## src/ntp_pkg.sv

```systemverilog
// Package for the notification attribute parser: phase codes, result kinds,
// status codes, sizing constants and the per-byte result bundle type.
// No dependencies.
package ntp_pkg;

  // Capacity of one stored attribute; bytes are clipped to capacity minus one.
  localparam int ATTR_CAPACITY = 64;
  localparam int IDX_W         = $clog2(ATTR_CAPACITY);

  localparam logic [7:0] CMD_GET_ATTRS    = 8'd0;
  localparam logic [2:0] HEADER_UID_BYTES = 3'd4;
  localparam logic [7:0] MAX_PRESENT_ID   = 8'd7;

  // Queue between the front and back parts.
  localparam int QDEPTH = 4;
  localparam int QAW    = $clog2(QDEPTH);

  // Packed result payload width, padded to whole bytes.
  localparam int OUT_DATA_W = 72;

  typedef enum logic [2:0] {
    PH_CMD   = 3'd0,
    PH_UID   = 3'd1,
    PH_ID    = 3'd2,
    PH_LENLO = 3'd3,
    PH_LENHI = 3'd4,
    PH_DATA  = 3'd5,
    PH_SKIP  = 3'd6
  } phase_t;

  localparam logic [1:0] KIND_DATA   = 2'd0;
  localparam logic [1:0] KIND_END    = 2'd1;
  localparam logic [1:0] KIND_STATUS = 2'd2;

  localparam logic [1:0] ST_OK   = 2'd0;
  localparam logic [1:0] ST_MORE = 2'd1;
  localparam logic [1:0] ST_FAIL = 2'd2;

  // Everything one accepted byte produces: up to a data, an end and a status.
  typedef struct packed {
    logic        has_data;
    logic        has_end;
    logic        has_status;
    logic [7:0]  ident;
    logic [5:0]  byte_index;
    logic [7:0]  attr_byte;
    logic [5:0]  stored_len;
    logic [1:0]  status;
    logic [7:0]  pres_data;
    logic [7:0]  pres_after;
    logic [31:0] uid;
  } bundle_t;

  function automatic logic is_stored(input logic [7:0] id);
    return (id <= 8'd3) || (id == 8'd5);
  endfunction

  // Keep the low six bits of a copy index.
  function automatic logic [5:0] lo6(input logic [IDX_W-1:0] v);
    logic [31:0] w;
    w = 32'(v);
    return w[5:0];
  endfunction

endpackage

```

## src/ntp_front.sv

```systemverilog
// Front part of the parser: accepts message bytes, walks the header and the
// records, and builds one result bundle per byte. Uses ntp_pkg.
module ntp_front (
  input  logic             clk,
  input  logic             rst_n,
  input  logic             byte_valid,
  input  logic [7:0]       data_byte,
  input  logic             last,
  input  logic             cfg_valid,
  input  logic [7:0]       cfg_data,
  output logic             push,
  output ntp_pkg::bundle_t push_bundle,
  output ntp_pkg::phase_t  phase
);
  import ntp_pkg::*;

  phase_t           phase_r, phase_nxt;
  logic [2:0]       hcount_r, hcount_nxt;
  logic [31:0]      uid_r, uid_nxt;
  logic [7:0]       cur_r, cur_nxt;
  logic [15:0]      rem_r, rem_nxt;
  logic [IDX_W-1:0] copy_r, copy_nxt;
  logic [7:0]       pres_r, pres_nxt;
  logic             bad_r, bad_nxt;
  logic [7:0]       mask_r;
  bundle_t          bnd;

  always_comb begin
    phase_nxt  = phase_r;
    hcount_nxt = hcount_r;
    uid_nxt    = uid_r;
    cur_nxt    = cur_r;
    rem_nxt    = rem_r;
    copy_nxt   = copy_r;
    pres_nxt   = pres_r;
    bad_nxt    = bad_r;
    bnd        = '0;
    bnd.ident  = cur_r;
    bnd.pres_data = pres_r;

    case (phase_r)
      PH_CMD: begin
        bad_nxt    = (data_byte != CMD_GET_ATTRS);
        hcount_nxt = '0;
        uid_nxt    = '0;
        pres_nxt   = '0;
        phase_nxt  = PH_UID;
      end
      PH_UID: begin
        uid_nxt    = uid_r | (32'(data_byte) << {hcount_r[1:0], 3'b000});
        hcount_nxt = hcount_r + 3'd1;
        if (hcount_nxt >= HEADER_UID_BYTES) begin
          phase_nxt = bad_r ? PH_SKIP : PH_ID;
        end
      end
      PH_ID: begin
        cur_nxt   = data_byte;
        phase_nxt = PH_LENLO;
      end
      PH_LENLO: begin
        rem_nxt   = {8'd0, data_byte};
        phase_nxt = PH_LENHI;
      end
      PH_LENHI: begin
        rem_nxt  = {data_byte, rem_r[7:0]};
        copy_nxt = '0;
        if (rem_nxt == 16'd0) begin
          bnd.has_end = 1'b1;
        end else begin
          phase_nxt = PH_DATA;
        end
      end
      PH_DATA: begin
        if (is_stored(cur_r) && (copy_r < IDX_W'(ATTR_CAPACITY - 1))) begin
          bnd.has_data   = 1'b1;
          bnd.byte_index = lo6(copy_r);
          bnd.attr_byte  = data_byte;
          copy_nxt       = copy_r + 1'b1;
        end
        rem_nxt = rem_r - 16'd1;
        if (rem_nxt == 16'd0) begin
          bnd.has_end = 1'b1;
        end
      end
      default: ;
    endcase

    // Close the record: mark it present if its id is at most MAX_PRESENT_ID and report its kept length.
    if (bnd.has_end) begin
      if (cur_r <= MAX_PRESENT_ID) begin
        pres_nxt = pres_nxt | (8'd1 << cur_r[2:0]);
      end
      bnd.stored_len = is_stored(cur_r) ? lo6(copy_nxt) : 6'd0;
      phase_nxt      = PH_ID;
    end

    bnd.pres_after = pres_nxt;
    bnd.uid        = uid_nxt;

    if (last) begin
      bnd.has_status = 1'b1;
      if (phase_nxt == PH_CMD || phase_nxt == PH_UID) begin
        bnd.status = ST_MORE;
      end else if (bad_nxt) begin
        bnd.status = ST_FAIL;
      end else if (phase_nxt != PH_ID) begin
        bnd.status = ST_MORE;
      end else if ((pres_nxt & mask_r) != mask_r) begin
        bnd.status = ST_MORE;
      end else begin
        bnd.status = ST_OK;
      end
      // Return to the start of a message.
      phase_nxt  = PH_CMD;
      hcount_nxt = '0;
      uid_nxt    = '0;
      cur_nxt    = '0;
      rem_nxt    = '0;
      copy_nxt   = '0;
      pres_nxt   = '0;
      bad_nxt    = 1'b0;
    end
  end

  assign push        = byte_valid && (bnd.has_data || bnd.has_end || bnd.has_status);
  assign push_bundle = bnd;
  assign phase       = phase_r;

  always_ff @(posedge clk) begin
    if (!rst_n) begin
      phase_r  <= PH_CMD;
      hcount_r <= '0;
      uid_r    <= '0;
      cur_r    <= '0;
      rem_r    <= '0;
      copy_r   <= '0;
      pres_r   <= '0;
      bad_r    <= 1'b0;
      mask_r   <= '0;
    end else begin
      if (byte_valid) begin
        phase_r  <= phase_nxt;
        hcount_r <= hcount_nxt;
        uid_r    <= uid_nxt;
        cur_r    <= cur_nxt;
        rem_r    <= rem_nxt;
        copy_r   <= copy_nxt;
        pres_r   <= pres_nxt;
        bad_r    <= bad_nxt;
      end
      if (cfg_valid) begin
        mask_r <= cfg_data;
      end
    end
  end

endmodule

```

## src/ntp_queue.sv

```systemverilog
// Short queue of result bundles between the front and back parts.
// Uses ntp_pkg for the bundle type and depth.
module ntp_queue (
  input  logic             clk,
  input  logic             rst_n,
  input  logic             push,
  input  ntp_pkg::bundle_t push_bundle,
  input  logic             pop,
  output ntp_pkg::bundle_t head,
  output logic             empty,
  output logic             full
);
  import ntp_pkg::*;

  bundle_t        slot_r [QDEPTH];
  logic [QAW-1:0] wptr_r, rptr_r;
  logic [QAW:0]   count_r, count_nxt;

  assign empty = (count_r == '0);
  assign full  = (count_r == (QAW+1)'(QDEPTH));
  assign head  = slot_r[rptr_r];

  always_comb begin
    count_nxt = count_r;
    if (push && !pop) begin
      count_nxt = count_r + 1'b1;
    end else if (pop && !push) begin
      count_nxt = count_r - 1'b1;
    end
  end

  always_ff @(posedge clk) begin
    if (push) begin
      slot_r[wptr_r] <= push_bundle;
    end
  end

  always_ff @(posedge clk) begin
    if (!rst_n) begin
      wptr_r  <= '0;
      rptr_r  <= '0;
      count_r <= '0;
    end else begin
      if (push) begin
        wptr_r <= wptr_r + 1'b1;
      end
      if (pop) begin
        rptr_r <= rptr_r + 1'b1;
      end
      count_r <= count_nxt;
    end
  end

endmodule

```

## src/ntp_back.sv

```systemverilog
// Back part of the parser: unpacks each queued bundle into its results and
// drives them one per cycle, while out_tready allows, through the output register. Uses ntp_pkg.
module ntp_back (
  input  logic                          clk,
  input  logic                          rst_n,
  input  ntp_pkg::bundle_t              head,
  input  logic                          empty,
  output logic                          pop,
  output logic                          out_tvalid,
  input  logic                          out_tready,
  output logic [ntp_pkg::OUT_DATA_W-1:0] out_tdata,
  output logic [1:0]                    out_tuser,
  output logic                          out_tlast
);
  import ntp_pkg::*;

  logic                  sent_data_r, sent_data_nxt;
  logic                  sent_end_r, sent_end_nxt;
  logic                  valid_r, valid_nxt;
  logic [OUT_DATA_W-1:0] data_r;
  logic [1:0]            kind_r;
  logic                  tlast_r;
  logic                  pend_data, pend_end, pend_status;
  logic                  load, is_last;
  logic [1:0]            kind_sel;
  logic [OUT_DATA_W-1:0] data_sel;

  assign pend_data   = head.has_data && !sent_data_r;
  assign pend_end    = head.has_end && !sent_end_r;
  assign pend_status = head.has_status;
  assign load        = !empty && (!valid_r || out_tready);

  always_comb begin
    data_sel = '0;
    if (pend_data) begin
      kind_sel = KIND_DATA;
      is_last  = !pend_end && !pend_status;
      data_sel = {2'b00, head.uid, head.pres_data, ST_OK, 6'd0,
                  head.attr_byte, head.byte_index, head.ident};
    end else if (pend_end) begin
      kind_sel = KIND_END;
      is_last  = !pend_status;
      data_sel = {2'b00, head.uid, head.pres_after, ST_OK, head.stored_len,
                  8'd0, 6'd0, head.ident};
    end else begin
      kind_sel = KIND_STATUS;
      is_last  = 1'b1;
      data_sel = {2'b00, head.uid, head.pres_after, head.status, 6'd0,
                  8'd0, 6'd0, 8'd0};
    end
  end

  always_comb begin
    sent_data_nxt = sent_data_r;
    sent_end_nxt  = sent_end_r;
    valid_nxt     = valid_r && !out_tready;
    if (load) begin
      valid_nxt = 1'b1;
      if (is_last) begin
        sent_data_nxt = 1'b0;
        sent_end_nxt  = 1'b0;
      end else if (kind_sel == KIND_DATA) begin
        sent_data_nxt = 1'b1;
      end else begin
        sent_end_nxt = 1'b1;
      end
    end
  end

  assign pop        = load && is_last;
  assign out_tvalid = valid_r;
  assign out_tdata  = data_r;
  assign out_tuser  = kind_r;
  assign out_tlast  = tlast_r;

  always_ff @(posedge clk) begin
    if (load) begin
      data_r  <= data_sel;
      kind_r  <= kind_sel;
      tlast_r <= is_last;
    end
  end

  always_ff @(posedge clk) begin
    if (!rst_n) begin
      valid_r     <= 1'b0;
      sent_data_r <= 1'b0;
      sent_end_r  <= 1'b0;
    end else begin
      valid_r     <= valid_nxt;
      sent_data_r <= sent_data_nxt;
      sent_end_r  <= sent_end_nxt;
    end
  end

endmodule

```

## src/notification_attr_tlv_parser_core.sv

```systemverilog
// Top level of the notification attribute response parser: front, queue, back.
// Depends on ntp_pkg, ntp_front, ntp_queue and ntp_back.
//
//  channel | ports         | payload
//  --------+---------------+---------------------------------------------------
//  in      | in_t*         | tdata[7:0] data_byte, tlast = last
//  out     | out_t*        | tdata (see port), tuser[1:0] kind, tlast = run_last
//  cfg     | cfg_valid/... | cfg_data[7:0] required attribute mask, always ready
//
// One byte is taken per cycle while the queue has room; the front part updates the
// parse state in that cycle and queues a bundle of up to three results. Results
// leave at one per cycle while out_tready is high, through the output register;
// the four-entry bundle queue absorbs short bursts.
// Reset is synchronous on rst_n low and returns the parser to the command byte.
// in_tready drops only while the queue is full; out_tready stalls only the back.
module notification_attr_tlv_parser_core (
  input  logic        clk,
  input  logic        rst_n,
  input  logic        in_tvalid,
  output logic        in_tready,
  input  logic [7:0]  in_tdata,   // [7:0] data_byte
  input  logic        in_tlast,
  output logic        out_tvalid,
  input  logic        out_tready,
  // [7:0] attr_ident, [13:8] byte_index, [21:14] attr_byte, [27:22] stored_len,
  // [29:28] status, [37:30] present_bits, [69:38] uid, [71:70] zero
  output logic [71:0] out_tdata,
  output logic [1:0]  out_tuser,  // [1:0] kind
  output logic        out_tlast,
  input  logic        cfg_valid,
  output logic        cfg_ready,
  input  logic [7:0]  cfg_data
);
  import ntp_pkg::*;

  bundle_t q_in, q_head;
  logic    q_push, q_pop, q_empty, q_full;
  logic    byte_acc;
  phase_t  front_phase;

  // Take a byte whenever the queue has room for its bundle.
  assign in_tready = !q_full;
  assign byte_acc  = in_tvalid && in_tready;
  assign cfg_ready = 1'b1;

  ntp_front u_front (
    .clk         (clk),
    .rst_n       (rst_n),
    .byte_valid  (byte_acc),
    .data_byte   (in_tdata),
    .last        (in_tlast),
    .cfg_valid   (cfg_valid),
    .cfg_data    (cfg_data),
    .push        (q_push),
    .push_bundle (q_in),
    .phase       (front_phase)
  );

  ntp_queue u_queue (
    .clk         (clk),
    .rst_n       (rst_n),
    .push        (q_push),
    .push_bundle (q_in),
    .pop         (q_pop),
    .head        (q_head),
    .empty       (q_empty),
    .full        (q_full)
  );

  ntp_back u_back (
    .clk        (clk),
    .rst_n      (rst_n),
    .head       (q_head),
    .empty      (q_empty),
    .pop        (q_pop),
    .out_tvalid (out_tvalid),
    .out_tready (out_tready),
    .out_tdata  (out_tdata),
    .out_tuser  (out_tuser),
    .out_tlast  (out_tlast)
  );

`ifndef NO_ASSERTIONS
  // A message ends with its status: the front is back at the command byte.
  a_last_restarts: assert property (@(posedge clk) disable iff (!rst_n)
    byte_acc && in_tlast |=> front_phase == PH_CMD)
    else $error("parser did not return to command phase after last byte");

  // Never write into a full queue.
  a_no_overflow: assert property (@(posedge clk) disable iff (!rst_n)
    q_full |-> !q_push)
    else $error("bundle queue overflow");

  // A status result always closes the run of its byte.
  a_status_closes: assert property (@(posedge clk) disable iff (!rst_n)
    out_tvalid && out_tuser == KIND_STATUS |-> out_tlast)
    else $error("status result not marked last");

  // Pop only a queue entry that exists.
  a_no_underflow: assert property (@(posedge clk) disable iff (!rst_n)
    q_pop |-> !q_empty)
    else $error("bundle queue underflow");
`endif

endmodule

```

## config.mk

```make
export PLATFORM = sky130hd
export DESIGN_NAME = notification_attr_tlv_parser_core
export DESIGN_NICKNAME = d
export VERILOG_FILES = /design/src/ntp_pkg.sv /design/src/ntp_front.sv /design/src/ntp_queue.sv /design/src/ntp_back.sv /design/src/notification_attr_tlv_parser_core.sv
export SDC_FILE = /design/constraint.sdc
export NUM_CORES = 1
export LEC_CHECK = 0
export BUFFER_PORTS_ARGS = -buffer_cell sky130_fd_sc_hd__buf_4
export CAP_MARGIN = 40
export CORE_UTILIZATION = 55
export DETAILED_ROUTE_END_ITERATION = 6
export PLACE_DENSITY = 0.83
export SYNTH_ARGS = -nofsm -noshare
export SYNTH_HDL_FRONTEND = slang
export SYNTH_SLANG_ARGS = --single-unit
export TNS_END_PERCENT = 1
```

## constraint.sdc

```tcl
create_clock -name clk -period 5.5 [get_ports clk]
set_clock_uncertainty 0.15 [all_clocks]
set_input_delay 0 -clock clk [delete_from_list [all_inputs] [get_ports clk]]
set_output_delay 0 -clock clk [all_outputs]
set_load 0.005 [all_outputs]
```

==> flow_metrics.tcl <==
set metrics [dict create \
    die_h_um 192 \
    syn_area_um2 19900 \
    worstMarginPinSlew_ps 899 \
    htree_levels 2 \
    finalSetupViolCount 0 \
    die_x_um 192 \
    ctsHoldBuffers 44 \
    grt_pass1_vias 11800 \
    critPathTopFamily "compound AO/OA/AOI/OAI gates" \
    grt_pass1_wl_mm 68.3 \
    clk_latency_ps 560 \
    synth_flop_cell "edfxtp_1" \
    dp_cells 1768 \
    synthTopCellsByArea "edfxtp_1, dfxtp_1, mux4_2" \
    finalCriticalPeriod_ps 4030 \
    hp-start "in_tlast" \
    start_util_pct 55.8 \
    relSlewSlack_pct 40.1 \
    drc 0 \
    power.total_mw 9.83 \
    postSynthCellCount 1277 \
    core_area_um2 35600 \
    worstPathBufferInverterCount 1 \
    cts_made_buffers 47 \
    clk_pin_slew_ps 60 \
    path_cells "nand2b_1 > nor2_2 > o2111ai_1 > o31ai_4 > o31a_2 > ha_1 > inv_1 > fa_1 > xor2_1 > or3_1 > a21boi_0" \
    syn_avg_cell_area_um2 15.5 \
    routed-via-count 11800 \
    crit_start "u_front.phase[2]" \
    fmax_ghz 0.248 \
    vias_per_cell 6.19 \
    crit_path_start_kind "register" \
    ios 100 \
    finalNetCount 1433 \
    synth_most_common_cell "edfxtp_1" \
    cts_setup_buffers 0 \
    grt_max_degree 96 \
    clock-sinks 494 \
    yosys_warnings 0 \
    drive_gt1_share_pct 21.3 \
    r2r-start "u_front.phase[2]" \
    cts_tree "yes" \
    final_cell_area_um2 23000 \
    outcome "complete, no violations" \
    post-route-period-util_pct 73.3 \
    worstPathArrival_ps 4360 \
    synth_edf_count 397 \
    placed_area_um2 21000 \
    cts_resized 0 \
    synth_seq_area_share_pct 69.8 \
    die_area_um2 36900 \
    p_leak_nw 7.65 \
    area_delta_synth_final_pct 16.0 \
    slowest_delay_ps 580 \
    io_buffers 96 \
    fillCellCount 2329 \
    synth_top_area_share_pct 60.1 \
    synth_top_area_cell "edfxtp_1" \
    drtPass1Iterations 6 \
    wl_mm 44.7 \
    power.density_nw_per_um2 427 \
    final_cells 1899 \
    dpl.hpwl_mm 25.2 \
    finalWeightedCongestion 0.895 \
    row_count 69 \
    overflow 0 \
    hp-class "in2reg" \
    synthTopCellsByCount "edfxtp_1, dfxtp_1, nor2b_1" \
    slew_viol_final 0 \
    cp_data_required_time_ps 5830 \
    wl_per_cell_um 23.6 \
    grt_setup_unrepaired "false" \
    critPathSlowestCell "dfxtp_1" \
    dr.first_iter.drc_count 1224 \
    setup_tns_ps 0 \
    clockBufferDepth 3 \
    antenna_left 0 \
    endpoint_kind "register" \
    final_hold_viol_count 0 \
    ys_types 70 \
    maxCapViolCount 0 \
    num_antenna_cells 0 \
    path_max_fanout 12 \
    grt_util_all_layers_pct 24.8 \
    async_flop_share_pct 0 \
    postSynthRegisterBits 494 \
    antenna_found_initial 0 \
    peakVddDrop_mv 0.363 \
    cts_root_buf "clkbuf_16" \
    critPathKind "reg2reg" \
]
-- path summary, 6_finish.rpt --
| check | slack (ps) | depth (start not counted) | end |
|---|---|---|---|
| hold / removal | 260 | 2 | u_queue.slot_r[0][78] |
| hold reg to reg | 330 | 2 | u_back.sent_data_r |
| setup / recovery | 1470 | 11 | u_queue.count_r[2] |
| setup reg to reg | 1470 | 11 | u_queue.count_r[2] |
-- where the power goes --
| part | switching (mW) | internal, mW | total [mW] |
|---|---|---|---|
| Combinational | 0.922 | 0.903 | 1.82 |
| Clock | 1.37 | 1.88 | 3.25 |
| Sequential | 0.191 | 4.57 | 4.76 |
| Total | 2.48 | 7.35 | 9.83 |
-- kinds of logic (layout without fill, tap and decap cells) --
logic type / after synthesis / after routing / synth area share (%)
flip-flops: 494 / 494 / 69.8
AND/OR/NAND/NOR: 353 / 353 / 9.68
AO/OA/AOI/OAI: 203 / 203 / 6.71
multiplexers: 101 / 101 / 10.2
buffers and inverters: 100 / 260 / 2.18
adder cells (fa/ha/maj): 12 / 12 / 0.782
XOR/XNOR: 12 / 12 / 0.529
other: 2 / 3 / 0.0378
-- flip-flops by register name, summed over array words and instances (netlist names), named ones only --
name                count
u_front.mask_r          8
u_front.copy_r          6
u_back.out_tuser        2
u_front.cur_r           8
u_back.sent_end_r       1
u_back.out_tvalid       1
u_queue.rptr_r          2
u_front.rem_r          16
u_front.hcount_r        3
u_front.bad_r           1
u_back.out_tlast        1
u_queue.count_r         3
u_front.uid_r          32
u_queue.slot_r        324
u_back.sent_data_r      1
u_back.out_tdata       70
u_front.phase           3
u_queue.wptr_r          2
u_front.pres_r          8
-- per-stage QoR --
step / setup slack, ps / util [%] / hold slack [ps]
finish: 1470 / 64.7 / 259
global route: 1190 / 64.7 / 255
CTS: 1550 / 64.7 / 225
detailed placement: 1580 / 59.2 / 118
global placement: 1650 / 58.9 / 105
floorplan: 747 / - / -51.1
-- worst reg2reg max path, cell delays in order (launching register included) --
cell and delay [ps]:
dfxtp_1 580, nand2b_1 350, nor2_2 480, o2111ai_1 340
o31ai_4 440, o31a_2 300, ha_1 220, inv_1 60
fa_1 370, xor2_1 180, or3_1 300, a21boi_0 180
-- cell type report --
cell class	count	area (um2)	area share (%)
clock buffers	63	1320	5.73
clock inverters	24	230	1.00
inverters	13	48.8	0.212
multi-input cells	684	5590	24.3
flip-flops and latches	494	13900	60.2
well taps	461	577	2.50
repair buffers	160	1400	6.08
-- placed cells by master (no fill, tap or decap), types with 47 or more instances in the layout --
cell	count
a21oi_1	59
a22oi_1	47
buf_4	106
clkbuf_16	49
dfxtp_1	95
edfxtp_1	397
mux4_2	81
nand2_1	58
nor2_1	62
nor2b_1	90
-- routing by layer --
metal	routed length, um	GRT usage [%]
met2	22200	41.0
met3	3310	3.76
met1	17500	32.9
met4	1710	10.7
met5	0	0
Note: power is estimated with default switching activity, not from simulation.
